$ cat src/rtl/dpws_pkg.sv
// Package: shared types, constants and codes of the double pulse weld sequencer.
`timescale 1ns / 1ps
package dpws_pkg;

  // Register indexes on the configuration port
  localparam int unsigned CfgIdxW = 8;
  localparam logic [CfgIdxW-1:0] CFG_FIRST_PULSE  = 8'd0;
  localparam logic [CfgIdxW-1:0] CFG_SECOND_PULSE = 8'd1;
  localparam logic [CfgIdxW-1:0] CFG_AUTO_MODE    = 8'd2;
  localparam logic [CfgIdxW-1:0] CFG_AUTO_HOLD    = 8'd3;
  localparam int unsigned CfgDataW = 7;

  // Limits and phase lengths
  localparam logic [12:0] ARM_MV        = 13'd1000;
  localparam logic [6:0]  FIRST_MAX_MS  = 7'd30;
  localparam logic [6:0]  SECOND_MAX_MS = 7'd50;
  localparam logic [6:0]  GAP_MAX_MS    = 7'd10;
  localparam logic [9:0]  TAIL_MS       = 10'd10;
  localparam logic [9:0]  HOLDOFF_MS    = 10'd500;
  localparam logic [11:0] HOLD_MIN_MS   = 12'd100;
  localparam int unsigned HOLD_STEP_MS  = 500;
  localparam logic [11:0] HOLD_SAT      = 12'd4095;

  typedef enum logic [2:0] {
    PH_IDLE    = 3'd0,
    PH_FIRST   = 3'd1,
    PH_GAP     = 3'd2,
    PH_SECOND  = 3'd3,
    PH_TAIL    = 3'd4,
    PH_HOLDOFF = 3'd5
  } phase_e;

  typedef struct packed {
    logic [6:0] first_pulse_ms;
    logic [6:0] second_pulse_ms;
    logic       auto_mode;
    logic [2:0] auto_hold_halfsec;
  } cfg_t;

  typedef struct packed {
    logic [12:0] cell_low_mv;
    logic [12:0] cell_high_mv;
    logic        manual_trigger;
    logic        contact_sense;
  } in_item_t;

  typedef struct packed {
    logic pulse_drive;
    logic buzzer_on;
    logic sequence_busy;
    logic weld_armed;
  } res_t;

endpackage

$ cat src/rtl/dpws_in_if.sv
// Input channel: one millisecond tick sample per transaction.
`timescale 1ns / 1ps
interface dpws_in_if;
  logic        valid;
  logic        ready;
  logic [12:0] cell_low_mv;
  logic [12:0] cell_high_mv;
  logic        manual_trigger;
  logic        contact_sense;

  modport source (output valid, output cell_low_mv, output cell_high_mv,
                  output manual_trigger, output contact_sense, input ready);
  modport sink   (input valid, input cell_low_mv, input cell_high_mv,
                  input manual_trigger, input contact_sense, output ready);
endinterface

$ cat src/rtl/dpws_out_if.sv
// Output channel: drive and status flags, one transaction per input tick.
`timescale 1ns / 1ps
interface dpws_out_if;
  logic valid;
  logic ready;
  logic pulse_drive;
  logic buzzer_on;
  logic sequence_busy;
  logic weld_armed;

  modport source (output valid, output pulse_drive, output buzzer_on,
                  output sequence_busy, output weld_armed, input ready);
  modport sink   (input valid, input pulse_drive, input buzzer_on,
                  input sequence_busy, input weld_armed, output ready);
endinterface

$ cat src/rtl/dpws_cfg_regs.sv
// Configuration register file of the weld sequencer.
`timescale 1ns / 1ps
module dpws_cfg_regs
  import dpws_pkg::*;
(
  input  logic                clk_i,
  input  logic                rst_ni,
  input  logic                cfg_we_i,
  input  logic [CfgIdxW-1:0]  cfg_idx_i,
  input  logic [CfgDataW-1:0] cfg_wdata_i,
  output cfg_t                cfg_o
);

  cfg_t cfg_q, cfg_d;

  always_comb begin
    cfg_d = cfg_q;
    if (cfg_we_i) begin
      case (cfg_idx_i)
        CFG_FIRST_PULSE:  cfg_d.first_pulse_ms    = cfg_wdata_i;
        CFG_SECOND_PULSE: cfg_d.second_pulse_ms   = cfg_wdata_i;
        CFG_AUTO_MODE:    cfg_d.auto_mode         = cfg_wdata_i[0];
        CFG_AUTO_HOLD:    cfg_d.auto_hold_halfsec = cfg_wdata_i[2:0];
        default: ;  // unknown index: ignored
      endcase
    end
  end

  always_ff @(posedge clk_i or negedge rst_ni) begin
    if (!rst_ni) begin
      cfg_q.first_pulse_ms    <= 7'd3;
      cfg_q.second_pulse_ms   <= 7'd5;
      cfg_q.auto_mode         <= 1'b0;
      cfg_q.auto_hold_halfsec <= 3'd2;
    end else begin
      cfg_q <= cfg_d;
    end
  end

  assign cfg_o = cfg_q;

endmodule

$ cat src/rtl/dpws_step.sv
// Sequencer state (phase, phase timer, hold count) and its per-tick update.
`timescale 1ns / 1ps
module dpws_step
  import dpws_pkg::*;
(
  input  logic     clk_i,
  input  logic     rst_ni,
  input  logic     en_i,
  input  cfg_t     cfg_i,
  input  in_item_t item_i,
  output res_t     res_o
);

  phase_e      phase_q, phase_d;
  logic [9:0]  timer_q, timer_d;
  logic [11:0] hold_q, hold_d;

  function automatic logic [9:0] phase_len(phase_e p, cfg_t c);
    logic [9:0] len;
    case (p)
      PH_FIRST:   len = {3'd0, c.first_pulse_ms};
      PH_GAP:     len = (c.first_pulse_ms > GAP_MAX_MS) ? {3'd0, GAP_MAX_MS}
                                                        : {3'd0, c.first_pulse_ms};
      PH_SECOND:  len = {3'd0, c.second_pulse_ms};
      PH_TAIL:    len = TAIL_MS;
      PH_HOLDOFF: len = HOLDOFF_MS;
      default:    len = 10'd0;
    endcase
    return len;
  endfunction

  function automatic phase_e next_phase(phase_e p, cfg_t c);
    phase_e n;
    case (p)
      PH_FIRST:  n = PH_GAP;
      PH_GAP:    n = PH_SECOND;
      PH_SECOND: n = PH_TAIL;
      PH_TAIL:   n = c.auto_mode ? PH_IDLE : PH_HOLDOFF;
      default:   n = PH_IDLE;
    endcase
    return n;
  endfunction

  // Zero-length phases are skipped; the tail never has zero length, so
  // at most three skips are possible.
  function automatic phase_e enter_phase(phase_e p, cfg_t c);
    phase_e n;
    n = p;
    for (int i = 0; i < 3; i++) begin
      if (n != PH_IDLE && phase_len(n, c) == 10'd0) n = next_phase(n, c);
    end
    return n;
  endfunction

  function automatic logic [11:0] hold_need(logic [2:0] halfsec);
    logic [11:0] need;
    need = 12'(32'(halfsec) * HOLD_STEP_MS);
    if (need < HOLD_MIN_MS) need = HOLD_MIN_MS;
    return need;
  endfunction

  logic        armed;
  logic        fire;
  logic [11:0] hold_inc;
  logic [9:0]  timer_inc;

  assign armed = (item_i.cell_low_mv > ARM_MV) && (item_i.cell_high_mv > ARM_MV) &&
                 (cfg_i.first_pulse_ms <= FIRST_MAX_MS) &&
                 (cfg_i.second_pulse_ms <= SECOND_MAX_MS);

  assign hold_inc  = (hold_q == HOLD_SAT) ? hold_q : hold_q + 12'd1;
  assign timer_inc = timer_q + 10'd1;

  always_comb begin
    phase_d = phase_q;
    timer_d = timer_q;
    hold_d  = hold_q;
    fire    = 1'b0;
    if (phase_q == PH_IDLE) begin
      if (armed && !cfg_i.auto_mode) begin
        hold_d = 12'd0;
        fire   = item_i.manual_trigger;
      end else if (armed && item_i.contact_sense) begin
        hold_d = hold_inc;
        fire   = hold_inc >= hold_need(cfg_i.auto_hold_halfsec);
      end else begin
        hold_d = 12'd0;
      end
      if (fire) begin
        hold_d  = 12'd0;
        phase_d = enter_phase(PH_FIRST, cfg_i);
        timer_d = 10'd0;
      end
    end else begin
      timer_d = timer_inc;
      if (timer_inc >= phase_len(phase_q, cfg_i)) begin
        phase_d = enter_phase(next_phase(phase_q, cfg_i), cfg_i);
        timer_d = 10'd0;
      end
    end
  end

  always_ff @(posedge clk_i or negedge rst_ni) begin
    if (!rst_ni) begin
      phase_q <= PH_IDLE;
      timer_q <= 10'd0;
      hold_q  <= 12'd0;
    end else if (en_i) begin
      phase_q <= phase_d;
      timer_q <= timer_d;
      hold_q  <= hold_d;
    end
  end

  // Flags follow the phase after this tick's update
  assign res_o.pulse_drive   = (phase_d == PH_FIRST) || (phase_d == PH_SECOND);
  assign res_o.buzzer_on     = (phase_d == PH_FIRST) || (phase_d == PH_GAP) ||
                               (phase_d == PH_SECOND) || (phase_d == PH_TAIL);
  assign res_o.sequence_busy = phase_d != PH_IDLE;
  assign res_o.weld_armed    = armed;

endmodule

$ cat src/rtl/double_pulse_weld_sequencer.sv
// Top level of the double pulse weld sequencer: channels, pipeline registers.
`timescale 1ns / 1ps
// One input transaction per millisecond tick carries both cell voltages, the
// weld trigger and the contact sense; each yields exactly one output
// transaction with the pulse drive, buzzer, busy and armed flags as they stand
// after that tick. A transaction is accepted every cycle while the output is
// not stalled. Each accepted transaction is held in the input register, then
// the state update (phase, phase timer, hold count) feeds the result register.
// Output stalls back up through the input register: while a result waits, the
// input side takes at most one more transaction and then holds ready low. A
// firing runs first pulse, a gap of min(first pulse, 10) ms, second pulse, a
// 10 ms tail, then a 500 ms holdoff in manual mode; zero-length phases are
// skipped. Arming needs both cells above 1000 mV, first pulse at most 30 ms and
// second at most 50 ms. Auto mode fires after contact has been held for
// max(hold*500, 100) ticks. Configuration is written by index 0..3 (first
// pulse, second pulse, auto mode, auto hold); the user must write it only while
// no transaction is in flight, as the block itself does not enforce this.
// Other indexes are ignored.
module double_pulse_weld_sequencer
  import dpws_pkg::*;
(
  input  logic                clk_i,
  input  logic                rst_ni,
  input  logic                cfg_we_i,
  input  logic [CfgIdxW-1:0]  cfg_idx_i,
  input  logic [CfgDataW-1:0] cfg_wdata_i,
  dpws_in_if.sink             in_ch,
  dpws_out_if.source          out_ch
);

  cfg_t     cfg;
  res_t     res;

  logic     in_valid_q;
  in_item_t in_item_q;
  logic     out_valid_q;
  res_t     out_res_q;
  logic     advance;

  dpws_cfg_regs u_cfg (
    .clk_i       (clk_i),
    .rst_ni      (rst_ni),
    .cfg_we_i    (cfg_we_i),
    .cfg_idx_i   (cfg_idx_i),
    .cfg_wdata_i (cfg_wdata_i),
    .cfg_o       (cfg)
  );

  // Move the held sample into the result register when that slot is free or its result is taken
  assign advance     = in_valid_q && (!out_valid_q || out_ch.ready);
  assign in_ch.ready = !in_valid_q || advance;

  always_ff @(posedge clk_i or negedge rst_ni) begin
    if (!rst_ni) begin
      in_valid_q <= 1'b0;
    end else if (in_ch.ready) begin
      in_valid_q <= in_ch.valid;
    end
  end

  always_ff @(posedge clk_i) begin
    if (in_ch.ready && in_ch.valid) begin
      in_item_q.cell_low_mv    <= in_ch.cell_low_mv;
      in_item_q.cell_high_mv   <= in_ch.cell_high_mv;
      in_item_q.manual_trigger <= in_ch.manual_trigger;
      in_item_q.contact_sense  <= in_ch.contact_sense;
    end
  end

  // State advances only on the tick that moves into the result register
  dpws_step u_step (
    .clk_i  (clk_i),
    .rst_ni (rst_ni),
    .en_i   (advance),
    .cfg_i  (cfg),
    .item_i (in_item_q),
    .res_o  (res)
  );

  always_ff @(posedge clk_i or negedge rst_ni) begin
    if (!rst_ni) begin
      out_valid_q <= 1'b0;
    end else if (advance) begin
      out_valid_q <= 1'b1;
    end else if (out_ch.ready) begin
      out_valid_q <= 1'b0;
    end
  end

  always_ff @(posedge clk_i) begin
    if (advance) begin
      out_res_q <= res;
    end
  end

  assign out_ch.valid         = out_valid_q;
  assign out_ch.pulse_drive   = out_res_q.pulse_drive;
  assign out_ch.buzzer_on     = out_res_q.buzzer_on;
  assign out_ch.sequence_busy = out_res_q.sequence_busy;
  assign out_ch.weld_armed    = out_res_q.weld_armed;

endmodule

$ cat src/flat_wrapper.sv
// flat-port wrapper written by rule: the top's interface ports become plain ports
module double_pulse_weld_sequencer_flat import dpws_pkg::*;
  (clk_i, rst_ni, cfg_we_i, cfg_idx_i, cfg_wdata_i, in_ch_valid, in_ch_cell_low_mv, in_ch_cell_high_mv, in_ch_manual_trigger, in_ch_contact_sense, in_ch_ready, out_ch_valid, out_ch_pulse_drive, out_ch_buzzer_on, out_ch_sequence_busy, out_ch_weld_armed, out_ch_ready);
  dpws_in_if in_ch_i ();
  dpws_out_if out_ch_i ();
  input  logic clk_i;
  input  logic rst_ni;
  input  logic cfg_we_i;
  input  logic [CfgIdxW-1:0] cfg_idx_i;
  input  logic [CfgDataW-1:0] cfg_wdata_i;
  input wire logic [$bits(in_ch_i.valid)-1:0] in_ch_valid;
  input wire logic [$bits(in_ch_i.cell_low_mv)-1:0] in_ch_cell_low_mv;
  input wire logic [$bits(in_ch_i.cell_high_mv)-1:0] in_ch_cell_high_mv;
  input wire logic [$bits(in_ch_i.manual_trigger)-1:0] in_ch_manual_trigger;
  input wire logic [$bits(in_ch_i.contact_sense)-1:0] in_ch_contact_sense;
  output wire logic [$bits(in_ch_i.ready)-1:0] in_ch_ready;
  output wire logic [$bits(out_ch_i.valid)-1:0] out_ch_valid;
  output wire logic [$bits(out_ch_i.pulse_drive)-1:0] out_ch_pulse_drive;
  output wire logic [$bits(out_ch_i.buzzer_on)-1:0] out_ch_buzzer_on;
  output wire logic [$bits(out_ch_i.sequence_busy)-1:0] out_ch_sequence_busy;
  output wire logic [$bits(out_ch_i.weld_armed)-1:0] out_ch_weld_armed;
  input wire logic [$bits(out_ch_i.ready)-1:0] out_ch_ready;
  assign in_ch_i.valid = in_ch_valid;
  assign in_ch_i.cell_low_mv = in_ch_cell_low_mv;
  assign in_ch_i.cell_high_mv = in_ch_cell_high_mv;
  assign in_ch_i.manual_trigger = in_ch_manual_trigger;
  assign in_ch_i.contact_sense = in_ch_contact_sense;
  assign in_ch_ready = in_ch_i.ready;
  assign out_ch_valid = out_ch_i.valid;
  assign out_ch_pulse_drive = out_ch_i.pulse_drive;
  assign out_ch_buzzer_on = out_ch_i.buzzer_on;
  assign out_ch_sequence_busy = out_ch_i.sequence_busy;
  assign out_ch_weld_armed = out_ch_i.weld_armed;
  assign out_ch_i.ready = out_ch_ready;
  double_pulse_weld_sequencer u_core (.clk_i(clk_i), .rst_ni(rst_ni), .cfg_we_i(cfg_we_i), .cfg_idx_i(cfg_idx_i), .cfg_wdata_i(cfg_wdata_i), .in_ch(in_ch_i), .out_ch(out_ch_i));
endmodule
$ cat config.mk
export PLATFORM = sky130hd
export DESIGN_NAME = double_pulse_weld_sequencer_flat
export DESIGN_NICKNAME = d
export VERILOG_FILES = /design/src/rtl/dpws_pkg.sv /design/src/rtl/dpws_in_if.sv /design/src/rtl/dpws_out_if.sv /design/src/rtl/dpws_cfg_regs.sv /design/src/rtl/dpws_step.sv /design/src/rtl/double_pulse_weld_sequencer.sv /design/src/flat_wrapper.sv
export SDC_FILE = /design/constraint.sdc
export NUM_CORES = 1
export LEC_CHECK = 0
export ABC_AREA = 1
export BUFFER_PORTS_ARGS = -buffer_cell sky130_fd_sc_hd__buf_4
export CORE_UTILIZATION = 40
export CTS_CLUSTER_DIAMETER = 50
export CTS_CLUSTER_SIZE = 10
export DETAILED_ROUTE_END_ITERATION = 7
export GPL_ROUTABILITY_DRIVEN = 0
export GPL_TIMING_DRIVEN = 0
export SLEW_MARGIN = 20
export SYNTH_ARGS = -nofsm -noshare
export SYNTH_HDL_FRONTEND = slang
export SYNTH_SLANG_ARGS = --single-unit
$ cat constraint.sdc
create_clock -name clk_i -period 4.7 [get_ports clk_i]
set_clock_uncertainty 0.15 [all_clocks]
set_input_delay 0.235 -clock clk_i [delete_from_list [all_inputs] [get_ports clk_i]]
set_output_delay 0.235 -clock clk_i [all_outputs]
set_load 0.005 [all_outputs]
==> run_results.csv <==
group,metric,value,unit
outcome,status,"finished, final reports clean",
worst_hold_path,hold_path.class,"input port to register",
logic_synthesis,synth_top_family_by_area,"simple AND/OR/NAND/NOR gates",
global_route,grt_usage,18.4,%
setup_path,critPathBufInv,2,
floorplan,coreArea,12000,sq um
routing,wl_per_cell,12.8,um
logic_synthesis,synth-simple-area-share,22.9,%
sta,hold_viol,0,
setup_path,worstReg2RegStart,"u_core.u_cfg.cfg_o[0]",
routing,post-route-drc-count,0,
logic_synthesis,synth_compound_area_share,12.3,%
logic_synthesis,synth.area.mux_share,0,%
setup_path,crit_top_cell,"nand2_1",
setup_path,critical_path.max_fanout,10,
clocking,clockRootBuffer,"clkbuf_16",
sta,final_max_slew_viol_count,0,
floorplan,fp.dieW,113,um
routing,drt_iter0_drc,227,
place,place_ws,0.0982,ns
job,max-cap-violations,0,
logic_synthesis,avgSynthCellArea,8.49,sq um
routing,drtPass1Iterations,4,
floorplan,ios,54,
logic_synthesis,syn_inst,576,
worst_hold_path,hp-start,"out_ch_ready",
logic_synthesis,synthXorXnorAreaFrac,2.33,%
global_route,grt.overflow.total,0,
floorplan,rows,40,
sta,final.min_clock_period,4.39,ns
routing,final_antenna_net_count,0,
setup_path,critPathMaxStageDelay,0.62,ns
clocking,path_clk_slew,0.06,ns
clocking,htreeDepth,3,
logic_synthesis,synthAdderAreaFrac,10.3,%
global_route,grt_pass1_wl,18700,um
global_route,grt_max_degree,46,
finish,layout_commonest_cell,"nand2_1",
clocking,numClockSinks,77,
logic_synthesis,synth_area_leaders,"dfrtp_1 20%, edfxtp_1 20%, nand2_1 9.4%",
sta,finalCritPeriodShare,93.3,%
finish,n_antenna_cell,0,
routing,drt_wl_total,10600,um
sta,rsz0062_at_grt,"no",
sta,finalSetupTns,0,ns
setup_path,critPathTopFamily,"adder cells",
sta,finalWorstSetupSlack,0.313,ns
setup_path,critical_path_required,4.64,ns
finish,syn_to_final_growth,24.4,%
logic_synthesis,yosysWarningCount,0,
logic_synthesis,synth-seq-area-share,42.8,%
logic_synthesis,synth-seq-cells,77,
logic_synthesis,synth.net_count,662,
floorplan,dieArea,12700,sq um
floorplan,fp.dieH,113,um
power_and_ir_drop,p_leak,2.89,nW
sta,worst_pin_slew,0.635,ns
global_route,grt_pass1_vias,4065,
clocking,cts_tree,"yes",
setup_path,slowest_stage,"fa_1",
finish,drive_gt1_share,18.9,%
finish,nFillCells,1115,
sta,max_freq,228,MHz
power_and_ir_drop,peakVddDrop,0.204,mV
sta,slew_headroom,57.6,%
setup_path,start_kind,"register",
sta,setup_viol,0,
logic_synthesis,synth_cell_types,46,
setup_path,crit_path_start,"u_core.u_cfg.cfg_o[0]",
power_and_ir_drop,cellPowerDensity,393,nW/um^2
clocking,clk_latency,0.34,ns
logic_synthesis,synth_top_area_share,20.5,%
routing,vias_per_cell,4.89,
setup_path,crit_type,"register to register",
global_route,antenna_found_initial,0,
place,io_buffers,53,
setup_path,cp-end-kind,"register",
logic_synthesis,synth_largest_area_cell,"dfrtp_1",
routing,vias,4031,
finish,nNetsFinal,758,
logic_synthesis,netlist_area,4890,sq um
finish,layout_common_cells,"123 x nand2_1, 103 x inv_1, 55 x buf_4",
clocking,numCtsBuffers,9,
floorplan,start_util,40.9,%
clocking,clockBufferDepth,2,
place,dp_hpwl,7780,um
setup_path,worstPathArrival,4.33,ns
setup_path,crit_chain,"fa_1, inv_1, fa_2, fa_2, nand2_1, nor2_2, nand4_1, nand2_1, inv_1, ha_1, a21oi_1, o21ai_0, a21oi_1, nand2_1, nand2_2, nand2_4, nand4_1, nand2_4, o21ai_1, nand2_1",
## synth_stat cells (all sizes together)
master	count
a31o	1
dfstp	5
o22ai	11
a22oi	1
a211oi	1
nand3	26
xor2	13
clkbuf	4
ha	34
a21oi	23
a211o	1
nand2	133
nor2	43
o211ai	2
o21ai	39
a221o	2
nand4	13
o41ai	1
a31oi	3
nor3b	1
edfxtp	32
or2	3
nor3	10
o31ai	4
o221ai	1
nand3b	2
a21boi	1
fa	4
or4	1
o32ai	6
dfrtp	40
buf	1
inv	114
## flip-flops by register name, indices dropped and copies added (netlist names)
register / flops
u_core.in_item_q: 28
u_core.in_valid_q: 1
u_core.out_ch.buzzer_on: 1
u_core.out_ch.pulse_drive: 1
u_core.out_ch.sequence_busy: 1
u_core.out_ch.valid: 1
u_core.out_ch.weld_armed: 1
u_core.u_cfg.cfg_o: 18
u_core.u_step.hold_q: 12
u_core.u_step.phase_q: 3
u_core.u_step.timer_q: 10
## worst paths after layout
kind                                       endpoint  slack (ns)  depth (start not counted)
hold / removal                  u_core.out_ch.valid        0.01                          4
min in group asynchronous  u_core.u_step.timer_q[8]        0.30                          2
setup / recovery            u_core.out_ch.buzzer_on        0.31                         20
setup reg to reg            u_core.out_ch.buzzer_on        0.31                         20
max in group asynchronous     u_core.u_cfg.cfg_o[0]        3.70                          2
hold reg to reg              u_core.u_cfg.cfg_o[16]        0.33                          2
## repair_timing
action | in CTS | in global routing
gates resized for setup | 0 | 5
setup buffers | 0 | 2
hold buffers | 30 | 0
endpoints found under the setup margin | 0 | 23
hold endpoints to repair | 69 | 0
## cells by family (layout without fill, tap and decap cells)
| group | Yosys count | in the layout |
|---|---|---|
| AOI/OAI and AO/OA | 97 | 97 |
| xor gates and xnor gates | 13 | 13 |
| adders and majority gates | 38 | 38 |
| buffers and inverters | 119 | 220 |
| DFF | 77 | 77 |
| and+or+nand+nor | 232 | 232 |
## cell type report
type                            count  area, sq um  area share [%]
Buffer                              5         26.3           0.432
Clock inverter                      6         53.8           0.884
Multi-Input combinational cell    380         2360            38.7
Tap cell                          147          184            3.02
Clock buffer                       10          229            3.76
Sequential cell                    77         2090            34.4
Inverter                          114          430            7.07
Timing Repair Buffer               85          713            11.7
## worst min-delay path: cells and delay by family
family | cells | cell delay, ns
buf+inv | 2 | 0.12
simple gates | 2 | 0.11
## where the power goes
group          switching, W  internal [W]
Combinational      0.000549      0.000331
Sequential        0.0000552      0.000795
Clock              0.000294      0.000368
Total              0.000899       0.00149
## per-layer routing
layer	GRT usage (%)	share of wire, %	vias up
li1	-	-	2094
met1	23.8	48	1847
met2	31.2	46	83
met3	4.16	4.4	7
met4	4.53	0.82	0
met5	0	0	-
## through the flow
step / instances / hold slack, ns / instance area [sq um] / total power (W) / utilization, %
after floorplan: 576 / -0.211 / 4890 / 0.00150 / -
after global placement: 776 / 0.137 / 5470 / 0.00170 / 45.8
after detailed placement: 776 / 0.141 / 5470 / 0.00172 / 45.8
after CTS: 822 / 0.00717 / 6060 / 0.00240 / 50.6
after global routing: 824 / 0.0303 / 6090 / 0.00259 / 50.9
final: 824 / 0.0141 / 6090 / 0.00239 / 50.9
Note: power is estimated with default switching activity, not from simulation.
